==> config.mk <==
export PLATFORM = sky130hd
export DESIGN_NAME = accel_average_calibrate_scale_peak
export DESIGN_NICKNAME = d
export VERILOG_FILES = /design/src/rtl/core/acsp_pkg.sv /design/src/rtl/core/accel_average_calibrate_scale_peak.sv
export SDC_FILE = /design/constraint.sdc
export NUM_CORES = 1
export LEC_CHECK = 0
export ABC_AREA = 1
export BUFFER_PORTS_ARGS = -buffer_cell sky130_fd_sc_hd__buf_2
export CORE_UTILIZATION = 35
export CTS_BUF_LIST = sky130_fd_sc_hd__clkbuf_16
export DETAILED_ROUTE_END_ITERATION = 12
export PLACE_DENSITY = 0.62
export SKIP_CTS_REPAIR_TIMING = 1
export SLEW_MARGIN = 10
export SYNTH_ARGS = -nofsm -noshare
export SYNTH_HDL_FRONTEND = slang
export SYNTH_SLANG_ARGS = --single-unit
export TNS_END_PERCENT = 10
==> constraint.sdc <==
create_clock -name clk -period 8.6 [get_ports clk]
set_input_delay 0.43 -clock clk [delete_from_list [all_inputs] [get_ports clk]]
set_output_delay 0.43 -clock clk [all_outputs]
set_load 0.03 [all_outputs]
==> src/rtl/core/acsp_pkg.sv <==
// Shared widths, constants and codes for the averaging/scaling/peak-hold block.
package acsp_pkg;

  localparam int ADC_W    = 10;
  localparam int MILLI_W  = 22;
  localparam int PEAK_W   = 21;
  localparam int NUM_W    = 21;
  localparam int ERR_W    = 2;
  localparam int IN_W     = 24;
  localparam int OUT_W    = 112;
  localparam int APB_AW   = 4;
  localparam int APB_DW   = 32;

  localparam logic [ADC_W-1:0]   ADC_MAX    = '1;
  localparam logic [MILLI_W-1:0] SCALE_GAIN = MILLI_W'(2000);
  localparam logic [MILLI_W-1:0] SCALE_LOW  = MILLI_W'(1000);

  typedef enum logic [1:0] {
    REG_X_MIN = 2'd0,
    REG_X_MAX = 2'd1,
    REG_Y_MIN = 2'd2,
    REG_Y_MAX = 2'd3
  } cfg_idx_t;

  typedef enum logic [4:0] {
    ST_IDLE  = 5'b00001,
    ST_AVG   = 5'b00010,
    ST_SCALE = 5'b00100,
    ST_DIV   = 5'b01000,
    ST_DONE  = 5'b10000
  } state_t;

endpackage

==> src/rtl/core/accel_average_calibrate_scale_peak.sv <==
// Two-axis burst averaging, calibrated linear scaling and peak hold.
//
//  channel  dir  handshake              payload
//  s_*      in   s_tvalid / s_tready    s_tdata: x_sample, y_sample, capture_cal; s_tuser: req_type
//  m_*      out  m_tvalid / m_tready    m_tdata: averages, milli_g, peaks, span_error
//  apb      in   psel & penable         four 10-bit calibration load registers
//
// A load request or a non-final sample is handled in idle. After the final sample of a burst
// the block steps through the bit-serial average divider, a setup state, the bit-serial span
// divider and a finish state that writes the output register.
// Input is taken only in idle; the finish state waits while the output register is full.
// rst clears all control state and loads calibration with min 1023, max 0.
module accel_average_calibrate_scale_peak #(
  parameter int SAMPLES_PER_READING = 10
) (
  input  logic                         clk,
  input  logic                         rst,
  input  logic                         s_tvalid,
  output logic                         s_tready,
  input  logic [acsp_pkg::IN_W-1:0]    s_tdata,  // x_sample[9:0], y_sample[19:10], capture_cal[20]
  input  logic                         s_tuser,  // req_type[0]
  output logic                         m_tvalid,
  input  logic                         m_tready,
  // x_average[9:0], y_average[19:10], x_milli_g[41:20], y_milli_g[63:42],
  // x_peak[84:64], y_peak[105:85], span_error[107:106]
  output logic [acsp_pkg::OUT_W-1:0]   m_tdata,
  input  logic                         psel,
  input  logic                         penable,
  input  logic                         pwrite,
  input  logic [acsp_pkg::APB_AW-1:0]  paddr,
  input  logic [acsp_pkg::APB_DW-1:0]  pwdata,
  output logic [acsp_pkg::APB_DW-1:0]  prdata,
  output logic                         pready
);
  import acsp_pkg::*;

  localparam int CNT_W    = $clog2(SAMPLES_PER_READING + 1);
  localparam int SUM_W    = ADC_W + CNT_W;
  localparam int ARM_W    = CNT_W + 1;
  localparam int ITER_MAX = (SUM_W > NUM_W) ? SUM_W : NUM_W;
  localparam int ITER_W   = $clog2(ITER_MAX + 1);
  localparam int RDIF_W   = ADC_W + 1;

  localparam logic [CNT_W-1:0]  SPR_C   = CNT_W'(SAMPLES_PER_READING);
  localparam logic [ARM_W:0]    SPR_DIV = (ARM_W + 1)'(SAMPLES_PER_READING);

  state_t state;

  logic [CNT_W-1:0]   cnt;
  logic [ITER_W-1:0]  iter;
  logic               capture;

  logic [ADC_W-1:0]   cfg_min [2];
  logic [ADC_W-1:0]   cfg_max [2];
  logic [ADC_W-1:0]   cal_min [2];
  logic [ADC_W-1:0]   cal_max [2];
  logic [SUM_W-1:0]   sum     [2];
  logic [CNT_W-1:0]   arem    [2];
  logic [ADC_W-1:0]   avg     [2];
  logic [NUM_W-1:0]   q       [2];
  logic [ADC_W:0]     rem     [2];
  logic [ADC_W-1:0]   dsr     [2];
  logic               neg     [2];
  logic               zero    [2];
  logic [PEAK_W-1:0]  peak    [2];

  logic [ADC_W-1:0]   o_avg   [2];
  logic [MILLI_W-1:0] o_milli [2];
  logic [PEAK_W-1:0]  o_peak  [2];
  logic [ERR_W-1:0]   o_err;

  logic [ADC_W-1:0]   sample  [2];
  logic [ARM_W-1:0]   a_shift [2];
  logic [ARM_W:0]     a_diff  [2];
  logic [ADC_W:0]     d_shift [2];
  logic [ADC_W+1:0]   d_diff  [2];

  logic signed [RDIF_W-1:0]  off_s   [2];
  logic signed [RDIF_W-1:0]  span_s  [2];
  logic        [RDIF_W-1:0]  span_n  [2];
  logic        [ADC_W-1:0]   span_m  [2];
  logic signed [MILLI_W-1:0] num_s   [2];
  logic        [MILLI_W-1:0] num_n   [2];
  logic        [NUM_W-1:0]   num_m   [2];
  logic        [MILLI_W-1:0] q_s     [2];
  logic        [MILLI_W-1:0] milli   [2];
  logic        [MILLI_W-1:0] milli_n [2];
  logic        [PEAK_W-1:0]  mag     [2];

  logic s_acc;
  logic cfg_wr;
  logic out_free;
  cfg_idx_t cfg_sel;

  assign s_tready = (state == ST_IDLE);
  assign s_acc    = s_tvalid && s_tready;
  assign pready   = 1'b1;
  assign cfg_wr   = psel && penable && pwrite && pready;
  assign cfg_sel  = cfg_idx_t'(paddr[3:2]);
  assign out_free = !m_tvalid || m_tready;

  assign sample[0] = s_tdata[ADC_W-1:0];
  assign sample[1] = s_tdata[2*ADC_W-1:ADC_W];

  always_comb begin
    for (int a = 0; a < 2; a++) begin
      a_shift[a] = {arem[a], sum[a][SUM_W-1]};
      a_diff[a]  = {1'b0, a_shift[a]} - SPR_DIV;
      d_shift[a] = {rem[a][ADC_W-1:0], q[a][NUM_W-1]};
      d_diff[a]  = {1'b0, d_shift[a]} - {2'b00, dsr[a]};

      off_s[a]  = $signed({1'b0, sum[a][ADC_W-1:0]}) - $signed({1'b0, cal_min[a]});
      span_s[a] = $signed({1'b0, cal_max[a]}) - $signed({1'b0, cal_min[a]});
      span_n[a] = -span_s[a];
      span_m[a] = span_s[a][RDIF_W-1] ? span_n[a][ADC_W-1:0] : span_s[a][ADC_W-1:0];
      num_s[a]  = MILLI_W'(off_s[a]) * $signed(SCALE_GAIN);
      num_n[a]  = -num_s[a];
      num_m[a]  = num_s[a][MILLI_W-1] ? num_n[a][NUM_W-1:0] : num_s[a][NUM_W-1:0];

      q_s[a]     = neg[a] ? -{1'b0, q[a]} : {1'b0, q[a]};
      milli[a]   = zero[a] ? '0 : q_s[a] - SCALE_LOW;
      milli_n[a] = -milli[a];
      mag[a]     = milli[a][MILLI_W-1] ? milli_n[a][PEAK_W-1:0] : milli[a][PEAK_W-1:0];
    end
  end

  always_comb begin
    prdata = '0;
    case (cfg_sel)
      REG_X_MIN: prdata[ADC_W-1:0] = cfg_min[0];
      REG_X_MAX: prdata[ADC_W-1:0] = cfg_max[0];
      REG_Y_MIN: prdata[ADC_W-1:0] = cfg_min[1];
      REG_Y_MAX: prdata[ADC_W-1:0] = cfg_max[1];
      default:   prdata = '0;
    endcase
  end

  always_ff @(posedge clk) begin
    if (rst) begin
      for (int a = 0; a < 2; a++) begin
        cfg_min[a] <= ADC_MAX;
        cfg_max[a] <= '0;
      end
    end else if (cfg_wr) begin
      case (cfg_sel)
        REG_X_MIN: cfg_min[0] <= pwdata[ADC_W-1:0];
        REG_X_MAX: cfg_max[0] <= pwdata[ADC_W-1:0];
        REG_Y_MIN: cfg_min[1] <= pwdata[ADC_W-1:0];
        REG_Y_MAX: cfg_max[1] <= pwdata[ADC_W-1:0];
        default: ;
      endcase
    end
  end

  always_ff @(posedge clk) begin
    if (rst) begin
      state    <= ST_IDLE;
      cnt      <= '0;
      iter     <= '0;
      capture  <= 1'b0;
      m_tvalid <= 1'b0;
      for (int a = 0; a < 2; a++) begin
        sum[a]     <= '0;
        cal_min[a] <= ADC_MAX;
        cal_max[a] <= '0;
        peak[a]    <= '0;
      end
    end else begin
      if (m_tvalid && m_tready && state != ST_DONE) m_tvalid <= 1'b0;
      case (state)
        ST_IDLE: begin
          if (s_acc) begin
            if (s_tuser) begin
              for (int a = 0; a < 2; a++) begin
                cal_min[a] <= cfg_min[a];
                cal_max[a] <= cfg_max[a];
              end
            end else if (cnt == '0) begin
              cnt <= CNT_W'(1);
            end else begin
              for (int a = 0; a < 2; a++) begin
                sum[a] <= sum[a] + SUM_W'(sample[a]);
              end
              if (cnt == SPR_C) begin
                cnt     <= '0;
                capture <= s_tdata[2*ADC_W];
                iter    <= '0;
                for (int a = 0; a < 2; a++) arem[a] <= '0;
                state   <= ST_AVG;
              end else begin
                cnt <= cnt + CNT_W'(1);
              end
            end
          end
        end
        ST_AVG: begin
          for (int a = 0; a < 2; a++) begin
            if (!a_diff[a][ARM_W]) begin
              arem[a] <= a_diff[a][CNT_W-1:0];
              sum[a]  <= {sum[a][SUM_W-2:0], 1'b1};
            end else begin
              arem[a] <= a_shift[a][CNT_W-1:0];
              sum[a]  <= {sum[a][SUM_W-2:0], 1'b0};
            end
          end
          iter <= iter + ITER_W'(1);
          if (iter == ITER_W'(SUM_W - 1)) state <= ST_SCALE;
        end
        ST_SCALE: begin
          for (int a = 0; a < 2; a++) begin
            avg[a]  <= sum[a][ADC_W-1:0];
            sum[a]  <= '0;
            q[a]    <= num_m[a];
            rem[a]  <= '0;
            dsr[a]  <= span_m[a];
            neg[a]  <= num_s[a][MILLI_W-1] ^ span_s[a][RDIF_W-1];
            zero[a] <= (span_s[a] == '0);
          end
          iter  <= '0;
          state <= ST_DIV;
        end
        ST_DIV: begin
          for (int a = 0; a < 2; a++) begin
            if (!d_diff[a][ADC_W+1]) begin
              rem[a] <= d_diff[a][ADC_W:0];
              q[a]   <= {q[a][NUM_W-2:0], 1'b1};
            end else begin
              rem[a] <= d_shift[a];
              q[a]   <= {q[a][NUM_W-2:0], 1'b0};
            end
          end
          iter <= iter + ITER_W'(1);
          if (iter == ITER_W'(NUM_W - 1)) state <= ST_DONE;
        end
        ST_DONE: begin
          if (out_free) begin
            for (int a = 0; a < 2; a++) begin
              o_avg[a]   <= avg[a];
              o_milli[a] <= milli[a];
              if (mag[a] > peak[a]) begin
                peak[a]   <= mag[a];
                o_peak[a] <= mag[a];
              end else begin
                o_peak[a] <= peak[a];
              end
              if (capture) begin
                if (avg[a] < cal_min[a]) cal_min[a] <= avg[a];
                if (avg[a] > cal_max[a]) cal_max[a] <= avg[a];
              end
            end
            o_err    <= {zero[1], zero[0]};
            m_tvalid <= 1'b1;
            state    <= ST_IDLE;
          end
        end
        default: state <= ST_IDLE;
      endcase
    end
  end

  assign m_tdata = {4'b0000, o_err, o_peak[1], o_peak[0], o_milli[1], o_milli[0],
                    o_avg[1], o_avg[0]};

endmodule
==> impl_metrics.ini <==
[outcome]
run_status = complete, no violations

[routing]
routed-via-count = 22700
drcViolationCount = 0
detail_route.first_pass.iterations = 5
postRouteWirelength_um = 68100
initialDrtViolationCount = 1409
ant_nets = 0
route.detailed.vias_per_inst = 4.74
routed_wire_length_per_instance_um = 14.2

[synthesis]
synth_adder_area_share = 0.164
synth_enable_flop_cells = 343
synthMuxAreaShare = 0
synth.ff_latch_count = 388
synthesis.area_per_instance_um2 = 8.28
synth-xor-area-share = 0.0480
synthesis.area_um2 = 29100
main_combinational_cell_family_by_area_after_synthesis = simple AND/OR/NAND/NOR gates
yosysSeqAreaShare = 0.385
synth_simple_gate_area_share = 0.196
synth_top_flop_cell = sky130_fd_sc_hd__edfxtp_1
synth_compound_area_frac = 0.101
synth.distinct_cells = 63
ys.warnings.count = 0
asyncSetResetFlopFracSynth = 0
syn_inst = 3518

[critical_path]
worst_path_most_repeated_cell = sky130_fd_sc_hd__inv_1
critPathSlowestCell = sky130_fd_sc_hd__fa_1
timing.setup.critical_path_class = reg -> reg
critPathMaxFanout = 18
cp_data_required_time_ns = 8.91
timing.critical_path.from_type = flop
worstPathArrival_ns = 7.55
crit_path_end_kind = flop
slowest_delay_ns = 0.53
worst_r2r_path_depth = 32

[global_routing]
grt_use_met2 = 0.272
groute.usage.overall = 0.161
antenna_violations_before_repair = 1
number_of_global_route_vias_before_repair = 21400
grt_busiest_layer = met2
global_route.usage.met1 = 0.219
grt_max_degree = 66
grtUsageMet3 = 0.0213
global_route_wire_length_before_repair_um = 111000
global_route.overflow_total = 0

[placed_design]
place_ws_ns = 1.38
gpl.final_weighted_congestion = 0.888
post-dp-hpwl_um = 53600
post-place-cells = 4707
placement.io_buffers = 160

[die]
dieHeight_um = 290
die_w_um = 290
core_area_um2 = 82200
io_count = 215
die_outline_area_um2 = 84400
placementRows = 105
initial_core_utilization = 0.354

[clock_network]
numCtsBuffers = 45
htree_num_levels = 2
deepest_clock_path_buffer_count = 3
worst_setup_hold_path_clk_slew_ns = 0.06
cts_root_buf = sky130_fd_sc_hd__clkbuf_16
cts.sinks = 388
clkLatencyLatePin_ns = 0.58
cts_tree = yes

[timing]
final-hold-violation-count = 0
rsz0062_at_grt = no
final.period_utilization = 0.842
clock_skews_ns = 0.0273
worstMarginPinSlew_ns = 1.11
finalWorstSetupSlack_ns = 1.36
period_minus_slack_ns = 7.24
setup-violations-final = 0
timing.slew.headroom = 0.263
totalNegativeSetupSlack_ns = 0
max_freq_mhz = 138
final-max-slew-violation-count = 0

[run]
timing.max_cap.violations = 0

[finish]
layout.core_utilization = 0.396
finalNonFillerCells = 4789
final.fill_count = 8260
most_frequent_cells_in_the_layout = sky130_fd_sc_hd__nand2_1 (715), sky130_fd_sc_hd__inv_1 (680), sky130_fd_sc_hd__edfxtp_1 (343)
drive_above_1_share = 0.0938
antenna_cells_inserted = 0
final_net_count = 4087
seq_area_um2 = 11200
layout.cells.most_common = sky130_fd_sc_hd__nand2_1
multi_input_comb_area_um2 = 15000
syn2layout_area_growth_pct = 11.7

[power_and_ir_drop]
vdd_ir_drop_max_mv = 0.113
static_power_due_to_leakage_nw = 15.6
power_density_nw_per_um2 = 180

[hold_path]
holdCritPathClass = in -> reg
cells_on_worst_hold_path = 3
-- cell usage after synthesis, types with 4 or more instances --
library cell,number,area share
sky130_fd_sc_hd__a31oi_1,21,0.0045
sky130_fd_sc_hd__clkbuf_1,51,0.0066
sky130_fd_sc_hd__nand4_1,25,0.0054
sky130_fd_sc_hd__nor4_1,6,0.0013
sky130_fd_sc_hd__ha_1,258,0.11
sky130_fd_sc_hd__o22ai_1,28,0.0060
sky130_fd_sc_hd__xor2_1,108,0.032
sky130_fd_sc_hd__edfxtp_1,343,0.35
sky130_fd_sc_hd__a21oi_1,214,0.037
sky130_fd_sc_hd__nor2_1,267,0.034
sky130_fd_sc_hd__a211oi_1,6,0.0015
sky130_fd_sc_hd__fa_1,77,0.053
sky130_fd_sc_hd__nor3_1,44,0.0076
sky130_fd_sc_hd__o31ai_1,15,0.0039
sky130_fd_sc_hd__o21ai_0,168,0.029
sky130_fd_sc_hd__nand3b_1,19,0.0049
sky130_fd_sc_hd__o21ai_2,4,0.0012
sky130_fd_sc_hd__o21a_1,4,0.0010
sky130_fd_sc_hd__nand3_2,16,0.0055
sky130_fd_sc_hd__o211ai_1,8,0.0021
sky130_fd_sc_hd__nand2_2,21,0.0045
sky130_fd_sc_hd__o21ai_1,17,0.0029
sky130_fd_sc_hd__nor2_2,15,0.0032
sky130_fd_sc_hd__o2111ai_1,11,0.0033
sky130_fd_sc_hd__o21bai_1,12,0.0031
sky130_fd_sc_hd__inv_1,671,0.086
sky130_fd_sc_hd__buf_4,29,0.0075
sky130_fd_sc_hd__xor2_2,10,0.0056
sky130_fd_sc_hd__nand2_1,715,0.092
sky130_fd_sc_hd__inv_2,16,0.0021
sky130_fd_sc_hd__xnor2_1,33,0.0099
sky130_fd_sc_hd__dfxtp_1,45,0.031
sky130_fd_sc_hd__nand3_1,180,0.031
sky130_fd_sc_hd__a21o_1,9,0.0023
sky130_fd_sc_hd__or2_2,7,0.0015
sky130_fd_sc_hd__buf_2,10,0.0017
-- cell type report --
| cell class | instances | area share |
|---|---|---|
| clock buffer | 45 | 0.0346 |
| timing repair buffer | 185 | 0.0304 |
| multi-input combinational | 2376 | 0.460 |
| tap | 1070 | 0.0412 |
| sequential | 388 | 0.344 |
| clock inverter | 37 | 0.00977 |
| inverter | 688 | 0.0794 |
-- per-stage QoR --
step / cell area, um^2 / power [W] / hold slack (ns)
2_1_floorplan: 29200 / 0.00364 / 0.426
3_3_place_gp: 31100 / 0.00397 / 0.432
3_5_place_dp: 31100 / 0.00400 / 0.443
4_1_cts: 32500 / 0.00591 / 0.138
5_1_grt: 32500 / 0.00627 / 0.179
6_report: 32500 / 0.00584 / 0.166
-- layer usage --
metal / part of all wire / vias up
met2: 0.46 / 476
met4: 0.018 / 0
met3: 0.046 / 76
li1: - / 11700
met1: 0.47 / 10400
met5: 0 / -
-- flip-flops by register name, summed over array words and instances (netlist names), 28 cells and up --
name,count
o_milli,44
o_peak,42
peak,42
q,42
sum,28
-- cell families (layout without fill, tap and decap cells) --
group | count (synthesis) | after routing
AO/OA/AOI/OAI | 528 | 528
XOR/XNOR | 151 | 151
adder cells (fa/ha/maj) | 337 | 337
buffers and inverters | 781 | 955
flip-flops | 388 | 388
other | 2 | 29
AND/OR/NAND/NOR | 1331 | 1331
-- critical path, delay by kind of cell (launching register included) --
kind	cells	cell delay, ns
AOI/OAI and AO/OA	7	0.92
xor gates and xnor gates	3	0.98
adders and majority gates	6	2.49
buffers and inverters	7	0.84
DFF	1	0.34
and+or+nand+nor	9	1.38
-- path summary, 6_finish.rpt --
kind                   from              to  slack, ns
hold reg to reg   avg[0][0]     o_avg[0][0]       0.46
hold / removal    pwdata[2]  cfg_min[0][12]       0.17
setup reg to reg  sum[1][0]         q[1][7]       1.36
setup / recovery  sum[1][0]         q[1][7]       1.36
-- power by group --
part	switching (W)	internal (W)	total, W
logic	0.00114	0.000683	0.00182
registers	0.0000254	0.00211	0.00213
clock network	0.000788	0.00110	0.00189
total	0.00195	0.00389	0.00584
Note: power is estimated with default switching activity, not from simulation.
